[src/hw/rtl/rmts_pkg.sv]
`timescale 1ns / 1ps
// ----------------------------------------------------------------------------
// rmts_pkg
// Shared widths, constants, stage-enable type and the xorshift64 step of the
// multinomial token sampler.
// ----------------------------------------------------------------------------
package rmts_pkg;

	localparam int PROB_W = 25;
	localparam int SUM_W  = 26;
	localparam int COIN_W = 24;
	localparam int TOK_W  = 16;
	localparam int RNG_W  = 64;

	localparam logic [SUM_W-1:0] SUM_CAP    = 26'h200_0000;
	localparam logic [RNG_W-1:0] XS_MULT    = 64'h2545_F491_4F6C_DD1D;
	localparam logic [RNG_W-1:0] SEED_RESET = 64'd1;

	// load enables of the coin pipeline, one per stage
	typedef struct packed {
		logic s1;
		logic s2;
		logic s3;
		logic s4;
	} stage_en_t;

	function automatic logic [RNG_W-1:0] xs_advance(input logic [RNG_W-1:0] x);
		logic [RNG_W-1:0] a;
		logic [RNG_W-1:0] b;
		logic [RNG_W-1:0] c;
		a = x ^ (x >> 12);
		b = a ^ (a << 25);
		c = b ^ (b >> 27);
		return c;
	endfunction

endpackage

[src/hw/rtl/rmts_if.sv]
`timescale 1ns / 1ps
// ----------------------------------------------------------------------------
// rmts_if
// Valid/ready channels of the sampler: probability items, token results and
// the seed write port.
// ----------------------------------------------------------------------------
interface rmts_sample_if import rmts_pkg::*; ();
	logic              valid;
	logic              ready;
	logic [PROB_W-1:0] prob;
	logic              last;

	modport source (output valid, output prob, output last, input ready);
	modport sink   (input valid, input prob, input last, output ready);
endinterface

interface rmts_token_if import rmts_pkg::*; ();
	logic             valid;
	logic             ready;
	logic [TOK_W-1:0] token_index;

	modport source (output valid, output token_index, input ready);
	modport sink   (input valid, input token_index, output ready);
endinterface

interface rmts_cfg_if import rmts_pkg::*; ();
	logic             valid;
	logic             ready;
	logic [RNG_W-1:0] seed;

	modport source (output valid, output seed, input ready);
	modport sink   (input valid, input seed, output ready);
endinterface

[src/hw/rtl/rmts_coin_pipe.sv]
`timescale 1ns / 1ps
// ----------------------------------------------------------------------------
// rmts_coin_pipe
// Output scrambler of xorshift64*: low 64 bits of x * XS_MULT, built from
// three 32x32 products over three stages; keeps product bits [63:40].
// ----------------------------------------------------------------------------
module rmts_coin_pipe import rmts_pkg::*; (
	input  logic              clk,
	input  stage_en_t         en,
	input  logic [RNG_W-1:0]  x,
	output logic [COIN_W-1:0] coin
);

	localparam logic [31:0] MULT_LO = XS_MULT[31:0];
	localparam logic [31:0] MULT_HI = XS_MULT[63:32];

	logic [RNG_W-1:0]  x_s1;
	logic [31:0]       p0_hi_s2;
	logic [31:0]       x_hi_s2;
	logic [31:0]       x_lo_s2;
	logic [31:0]       acc_s3;
	logic [31:0]       x_lo_s3;
	logic [COIN_W-1:0] coin_s4;

	logic [63:0] p0;
	logic [31:0] p1;
	logic [31:0] p2;
	logic [31:0] sum3;

	always_comb begin
		p0   = 64'(x_s1[31:0]) * 64'(MULT_LO);
		p1   = x_hi_s2 * MULT_LO;
		p2   = x_lo_s3 * MULT_HI;
		sum3 = acc_s3 + p2;
	end

	always_ff @(posedge clk) begin
		if (en.s1) begin
			x_s1 <= x;
		end
		if (en.s2) begin
			p0_hi_s2 <= p0[63:32];
			x_hi_s2  <= x_s1[63:32];
			x_lo_s2  <= x_s1[31:0];
		end
		if (en.s3) begin
			acc_s3  <= p0_hi_s2 + p1;
			x_lo_s3 <= x_lo_s2;
		end
		if (en.s4) begin
			coin_s4 <= sum3[31:8];
		end
	end

	assign coin = coin_s4;

endmodule

[src/hw/rtl/random_multinomial_token_sampler_unit.sv]
`timescale 1ns / 1ps
// The last item passes stages s1 to s4, then token_index is registered as valid.
// Throughput: one item per cycle unless stalled; each stage stalls only when the
// stage after it is full, so bubbles collapse under output back-pressure.
// The coin multiply (three 32x32 products) sets the depth of the pipeline.
// Reset (arst_n low): pipeline empty, generator word back to 1, no vector open.
// ----------------------------------------------------------------------------
// random_multinomial_token_sampler_unit
// Streams token probabilities, draws one xorshift64* coin per vector and
// returns the first index whose cumulative sum exceeds the coin, else the last one.
// ----------------------------------------------------------------------------
module random_multinomial_token_sampler_unit import rmts_pkg::*; #(
	parameter int VOCAB_MAX = 65536
) (
	input  logic          clk,
	input  logic          arst_n,
	rmts_sample_if.sink   samples,
	rmts_token_if.source  tokens,
	rmts_cfg_if.sink      cfg
);

	localparam int CNT_W = $clog2(VOCAB_MAX);
	localparam logic [CNT_W-1:0] CNT_MAX = CNT_W'(VOCAB_MAX - 1);

	// ---------------- front: generator, running sum, index ----------------
	logic [RNG_W-1:0] rng_q;
	logic             in_vec_q;
	logic [SUM_W-1:0] sum_q;
	logic [CNT_W-1:0] cnt_q;

	// ---------------- pipeline control ----------------
	logic v1_s1, v2_s2, v3_s3, v4_s4;
	logic r1, r2, r3, r4;
	logic m1, m2, m3, m4, m5;
	logic out_free;

	// ---------------- per-item payload along the pipe ----------------
	logic [SUM_W-1:0] sum_s1, sum_s2, sum_s3, sum_s4;
	logic [CNT_W-1:0] idx_s1, idx_s2, idx_s3, idx_s4;
	logic             first_s1, first_s2, first_s3, first_s4;
	logic             last_s1, last_s2, last_s3, last_s4;

	// ---------------- back end: vector selection state ----------------
	logic [COIN_W-1:0] coin_q;
	logic              found_q;
	logic [CNT_W-1:0]  chosen_q;
	logic              out_valid_q;
	logic [TOK_W-1:0]  out_index_q;

	logic              first_in;
	logic [RNG_W-1:0]  rng_next;
	logic [SUM_W:0]    sum_raw;
	logic [SUM_W-1:0]  sum_in;
	logic [CNT_W-1:0]  idx_in;

	logic [COIN_W-1:0] coin_new;
	logic [COIN_W-1:0] coin_use;
	logic              found_cur;
	logic [CNT_W-1:0]  chosen_cur;
	logic              hit;
	logic              found_nxt;
	logic [CNT_W-1:0]  chosen_nxt;
	logic [31:0]       pick_wide;

	stage_en_t         coin_en;

	// Front-end arithmetic: open a vector on the first item, add with
	// saturation at 2.0, and number the item.
	always_comb begin
		first_in = !in_vec_q;
		rng_next = xs_advance(rng_q);
		sum_raw  = (first_in ? (SUM_W+1)'(0) : {1'b0, sum_q}) + (SUM_W+1)'(samples.prob);
		sum_in   = (sum_raw > {1'b0, SUM_CAP}) ? SUM_CAP : sum_raw[SUM_W-1:0];
		idx_in   = first_in ? '0 : cnt_q;
	end

	// Ready chain: a stage takes a new item when empty or when its item
	// moves on. Only last items need the output register.
	always_comb begin
		out_free = !out_valid_q || tokens.ready;
		r4 = !v4_s4 || !last_s4 || out_free;
		r3 = !v3_s3 || r4;
		r2 = !v2_s2 || r3;
		r1 = !v1_s1 || r2;
		m1 = samples.valid && r1;
		m2 = v1_s1 && r2;
		m3 = v2_s2 && r3;
		m4 = v3_s3 && r4;
		m5 = v4_s4 && r4;
	end

	assign samples.ready = r1;
	assign cfg.ready     = 1'b1;

	always_comb begin
		coin_en.s1 = m1;
		coin_en.s2 = m2;
		coin_en.s3 = m3;
		coin_en.s4 = m4;
	end

	rmts_coin_pipe u_coin (
		.clk  (clk),
		.en   (coin_en),
		.x    (rng_next),
		.coin (coin_new)
	);

	// Back-end decision: the first item of a vector brings its own coin and
	// clears the search; later items reuse the held coin.
	always_comb begin
		coin_use   = first_s4 ? coin_new : coin_q;
		found_cur  = first_s4 ? 1'b0 : found_q;
		chosen_cur = first_s4 ? '0 : chosen_q;
		hit        = !found_cur && ({2'b00, coin_use} < sum_s4);
		found_nxt  = found_cur || hit;
		chosen_nxt = hit ? idx_s4 : chosen_cur;
		pick_wide  = 32'(found_nxt ? chosen_nxt : idx_s4);
	end

	// Control and state registers.
	always_ff @(posedge clk or negedge arst_n) begin
		if (!arst_n) begin
			rng_q       <= SEED_RESET;
			in_vec_q    <= 1'b0;
			sum_q       <= '0;
			cnt_q       <= '0;
			v1_s1       <= 1'b0;
			v2_s2       <= 1'b0;
			v3_s3       <= 1'b0;
			v4_s4       <= 1'b0;
			coin_q      <= '0;
			found_q     <= 1'b0;
			chosen_q    <= '0;
			out_valid_q <= 1'b0;
		end else begin
			// seed write loads the generator; a coin already drawn is kept
			if (cfg.valid) begin
				rng_q <= cfg.seed;
			end else if (m1 && first_in) begin
				rng_q <= rng_next;
			end

			if (m1) begin
				in_vec_q <= !samples.last;
				sum_q    <= sum_in;
				cnt_q    <= (idx_in < CNT_MAX) ? idx_in + CNT_W'(1) : idx_in;
			end

			// advance valid bits
			if (m1) begin
				v1_s1 <= 1'b1;
			end else if (m2) begin
				v1_s1 <= 1'b0;
			end
			if (m2) begin
				v2_s2 <= 1'b1;
			end else if (m3) begin
				v2_s2 <= 1'b0;
			end
			if (m3) begin
				v3_s3 <= 1'b1;
			end else if (m4) begin
				v3_s3 <= 1'b0;
			end
			if (m4) begin
				v4_s4 <= 1'b1;
			end else if (m5) begin
				v4_s4 <= 1'b0;
			end

			if (m5) begin
				coin_q   <= coin_use;
				found_q  <= found_nxt;
				chosen_q <= chosen_nxt;
			end

			// hold the result until taken; drop it once delivered
			if (m5 && last_s4) begin
				out_valid_q <= 1'b1;
			end else if (tokens.ready) begin
				out_valid_q <= 1'b0;
			end
		end
	end

	// Payload registers, no reset.
	always_ff @(posedge clk) begin
		if (m1) begin
			sum_s1   <= sum_in;
			idx_s1   <= idx_in;
			first_s1 <= first_in;
			last_s1  <= samples.last;
		end
		if (m2) begin
			sum_s2   <= sum_s1;
			idx_s2   <= idx_s1;
			first_s2 <= first_s1;
			last_s2  <= last_s1;
		end
		if (m3) begin
			sum_s3   <= sum_s2;
			idx_s3   <= idx_s2;
			first_s3 <= first_s2;
			last_s3  <= last_s2;
		end
		if (m4) begin
			sum_s4   <= sum_s3;
			idx_s4   <= idx_s3;
			first_s4 <= first_s3;
			last_s4  <= last_s3;
		end
		if (m5 && last_s4) begin
			out_index_q <= pick_wide[TOK_W-1:0];
		end
	end

	assign tokens.valid       = out_valid_q;
	assign tokens.token_index = out_index_q;

endmodule

[src/flat_wrapper.sv]
// flat-port wrapper written by rule: the top's interface ports become plain ports
module random_multinomial_token_sampler_unit_flat import rmts_pkg::*;
#(
	parameter int VOCAB_MAX = 65536
)
  (clk, arst_n, samples_valid, samples_prob, samples_last, samples_ready, tokens_valid, tokens_token_index, tokens_ready, cfg_valid, cfg_seed, cfg_ready);
  rmts_sample_if samples_i ();
  rmts_token_if tokens_i ();
  rmts_cfg_if cfg_i ();
  input  logic clk;
  input  logic arst_n;
  input wire logic [$bits(samples_i.valid)-1:0] samples_valid;
  input wire logic [$bits(samples_i.prob)-1:0] samples_prob;
  input wire logic [$bits(samples_i.last)-1:0] samples_last;
  output wire logic [$bits(samples_i.ready)-1:0] samples_ready;
  output wire logic [$bits(tokens_i.valid)-1:0] tokens_valid;
  output wire logic [$bits(tokens_i.token_index)-1:0] tokens_token_index;
  input wire logic [$bits(tokens_i.ready)-1:0] tokens_ready;
  input wire logic [$bits(cfg_i.valid)-1:0] cfg_valid;
  input wire logic [$bits(cfg_i.seed)-1:0] cfg_seed;
  output wire logic [$bits(cfg_i.ready)-1:0] cfg_ready;
  assign samples_i.valid = samples_valid;
  assign samples_i.prob = samples_prob;
  assign samples_i.last = samples_last;
  assign samples_ready = samples_i.ready;
  assign tokens_valid = tokens_i.valid;
  assign tokens_token_index = tokens_i.token_index;
  assign tokens_i.ready = tokens_ready;
  assign cfg_i.valid = cfg_valid;
  assign cfg_i.seed = cfg_seed;
  assign cfg_ready = cfg_i.ready;
  random_multinomial_token_sampler_unit #(.VOCAB_MAX(VOCAB_MAX)) u_core (.clk(clk), .arst_n(arst_n), .samples(samples_i), .tokens(tokens_i), .cfg(cfg_i));
endmodule
[config.mk]
export PLATFORM = sky130hd
export DESIGN_NAME = random_multinomial_token_sampler_unit_flat
export DESIGN_NICKNAME = d
export VERILOG_FILES = /design/src/hw/rtl/rmts_pkg.sv /design/src/hw/rtl/rmts_if.sv /design/src/hw/rtl/rmts_coin_pipe.sv /design/src/hw/rtl/random_multinomial_token_sampler_unit.sv /design/src/flat_wrapper.sv
export SDC_FILE = /design/constraint.sdc
export NUM_CORES = 2
export LEC_CHECK = 0
export BUFFER_PORTS_ARGS = -buffer_cell sky130_fd_sc_hd__buf_2
export CELL_PAD_IN_SITES_DETAIL_PLACEMENT = 1
export CELL_PAD_IN_SITES_GLOBAL_PLACEMENT = 2
export CORE_ASPECT_RATIO = 2
export CORE_MARGIN = 8
export CORE_UTILIZATION = 41
export CTS_BUF_LIST = sky130_fd_sc_hd__clkbuf_8 sky130_fd_sc_hd__clkbuf_16
export CTS_CLUSTER_SIZE = 20
export DETAILED_ROUTE_END_ITERATION = 10
export PLACE_DENSITY = 0.86
export SYNTH_ARGS = -nofsm -noshare
export SYNTH_HDL_FRONTEND = slang
export SYNTH_SLANG_ARGS = --single-unit
export TNS_END_PERCENT = 50
[constraint.sdc]
create_clock -name clk -period 7.4 [get_ports clk]
set_input_delay 1.85 -clock clk [delete_from_list [all_inputs] [get_ports clk]]
set_output_delay 1.85 -clock clk [all_outputs]
set_load 0.05 [all_outputs]
==> flow_metrics.tcl <==
set metrics [dict create \
    htree_levels 2 \
    root_buffer "clkbuf_16" \
    finClkSkew_ns 0.07667 \
    areaGrowthSynthToFinish_pct 13.14 \
    multi_input_area_um2 36430 \
    fp.coreArea_um2 141000 \
    syn_inst 4923 \
    cts.sinks 592 \
    synth-seq-cells 592 \
    slowest_stage "fa_2" \
    drtPass1Iterations 4 \
    regToRegSetupSlack_ns -0.38 \
    fin_nets 7097 \
    regArea_um2 17010 \
    num_rows 195 \
    rsz0062_at_grt "yes" \
    cp_max_fo 3 \
    cts_buffers 55 \
    routabilityCongestion 0.9996 \
    end_kind "flip-flop" \
    vias 36268 \
    synthFlopType "edfxtp_1" \
    syn_avg_cell_area_um2 11.82 \
    dr.max_layer_used "met4" \
    hold_depth 0 \
    slew_viol_final 0 \
    violations "negative setup slack" \
    status "finished with violations" \
    fin_util 0.4669 \
    clk_pin_slew_ns 0.07 \
    drt-initial-drc-count 1082 \
    placed_area_um2 63020 \
    timing_hold_violations_final 0 \
    antenna_found_initial 3 \
    met2_length_mm 106.3 \
    ant_nets 0 \
    dp_hpwl_mm 158.8 \
    fmax_mhz 128.5 \
    min_from "u_core.u_coin.x_lo_s2[27]" \
    startpoint_type "flip-flop" \
    cp_data_required_time_ns 7.81 \
    syn_area_um2 58200 \
    synthTopCellsByArea "fa_1, edfxtp_1, ha_1, inv_1, dfrtp_1" \
    grt_usage 0.2408 \
    min_path_type "flip-flop to flip-flop" \
    fin_crit_ns 7.783 \
    synth_nets 6683 \
    wl_met1_mm 51.94 \
    nFillCells 15165 \
    clock_latency_ns 0.69 \
    drcViolationCount 0 \
    grt_max_degree 140 \
    final_cell_area_um2 65850 \
    grt_overflow 0 \
    die_w_um 282.4 \
    drt_wl_total_mm 183.5 \
    fp.dieArea_um2 155000 \
    fin_crit_sh 1.052 \
    synthDistinctLibCells 64 \
    die_y_um 548.8 \
    cp_data_arrival_time_ns 8.19 \
    grt_pass1_vias 44219 \
    dr_wl_met3_mm 3.634 \
    cts_tree "done" \
    via_per_inst 4.998 \
    setup_violations 20 \
    slew-limit-headroom 0.2426 \
    yosys_warnings 0 \
    start_util 0.4127 \
    drive_above_1_share 0.1257 \
    final_common_cell "inv_1" \
    synth-edff-count 439 \
    tightest_slew_ns 1.132 \
    r2r_cells 28 \
    port_buffers 112 \
    synth_top_cell_by_area "fa_1" \
    synth_top_area_frac 0.3000 \
    setup-tns-final_ns -4.069 \
    synth_seq_area_share 0.2923 \
    max-clock-path-buffers 3 \
    cts_hold_buf 0 \
    wl_per_cell_um 25.28 \
    reg2reg_to "u_core.u_coin.p0_hi_s2[27]" \
    ios 114 \
    drv_cap 0 \
    rr_startpoint "u_core.u_coin.x_s1[11]" \
    worstSetupPathType "flip-flop to flip-flop" \
    hold_end "u_core.u_coin.x_lo_s3[27]" \
    grt_pass1_wl_mm 271.4 \
    cpPeakStageDelay_ns 0.60 \
    finalWorstSetupSlack_ns -0.3833 \
    ys_async_sr_fraction 0.2584 \
    layout_common_cells "inv_1, fa_1, ha_1, edfxtp_1, buf_4" \
]
[what timing repair did]
action                                  CTS  global route
buffers inserted                         27            21
resized for setup                        67            66
endpoints found under the setup margin   33            30
pin swaps                                53            58
[kinds of logic after synthesis]
group | count (synthesis) | synth area share
other | 1 | 0.00006443
xor gates and xnor gates | 312 | 0.04695
adders and majority gates | 1665 | 0.4704
DFF | 592 | 0.2923
AOI/OAI and AO/OA | 366 | 0.04057
and+or+nand+nor | 451 | 0.03644
muxes | 118 | 0.02169
buffers and inverters | 1418 | 0.09152
[worst max path at each step]
stage	endpoint	slack [ns]	from	cells past startpoint
4_1_cts	u_core.u_coin.p0_hi_s2[27]	-0.20	u_core.u_coin.x_s1[13]	25
5_1_grt	u_core.u_coin.p0_hi_s2[30]	-0.54	u_core.u_coin.x_s1[10]	26
2_1_floorplan	u_core.u_coin.p0_hi_s2[24]	0.008	u_core.u_coin.x_s1[21]	27
3_5_place_dp	u_core.u_coin.p0_hi_s2[16]	-1.18	u_core.u_coin.x_s1[11]	25
6_report	u_core.u_coin.p0_hi_s2[27]	-0.38	u_core.u_coin.x_s1[11]	28
3_3_place_gp	u_core.u_coin.p0_hi_s2[30]	-0.96	u_core.u_coin.x_s1[11]	24
[state kept, by name, indices dropped and copies added (netlist names), 31 cells and up]
register and count:
u_core.u_coin.x_hi_s2 32, u_core.u_coin.p0_hi_s2 31, u_core.u_coin.x_lo_s3 32, u_core.u_coin.x_lo_s2 32, u_core.u_coin.x_s1 64, u_core.rng_q 64, u_core.u_coin.acc_s3 32
[synth_stat cells (16+ instances only)]
cell      instances
dfrtp_1         152
a21oi_1          75
a21o_1           43
inv_1          1369
xnor2_1         194
mux2i_1          53
a22o_1           17
and2_1           47
nand3_1          28
o31ai_1          28
edfxtp_1        439
o21a_1           26
nand2_1         172
fa_1            872
xor2_1          118
mux2_2           65
ha_1            793
clkbuf_1         47
o21ai_0         101
nor2b_1          25
nor2_1           91
nor3_1           29
nand2b_1         16
[cell type report]
cell class / count / share of cell area
multi-input combinational: 2913 / 0.5533
clock inverter: 49 / 0.008418
antenna: 2 / 0.00007601
clock buffer: 55 / 0.02090
tap: 1871 / 0.03555
sequential: 592 / 0.2584
inverter: 1370 / 0.07819
timing repair buffer: 405 / 0.04519
[metrics by stage]
step	std cells	hold slack, ns	setup WS (ns)
finish	7257	0.3691	-0.3833
global route	7256	0.4003	-0.5401
CTS	7239	0.3763	-0.1962
detailed placement	7111	0.4052	-1.184
global placement	7111	0.4006	-0.9623
floorplan	4923	0.4003	0.007548
[critical path, delay by kind of cell, from the launching register on]
| kind | cells | cell delay [ns] |
|---|---|---|
| adder cells (fa/ha/maj) | 9 | 4.21 |
| AO/OA/AOI/OAI | 8 | 1.50 |
| buffers and inverters | 7 | 0.93 |
| flip-flops | 1 | 0.45 |
| AND/OR/NAND/NOR | 3 | 0.30 |
| XOR/XNOR | 1 | 0.10 |
[routing by layer]
layer  vias up  global-route usage
met5         -                   0
li1      16263                   -
met4         0              0.2214
met1     18751              0.1964
met3       530             0.02068
met2       724              0.4847
Power is left out: the tool's default activity adds up to more than one toggle a clock period on the data nets, which glitch-free logic cannot reach.
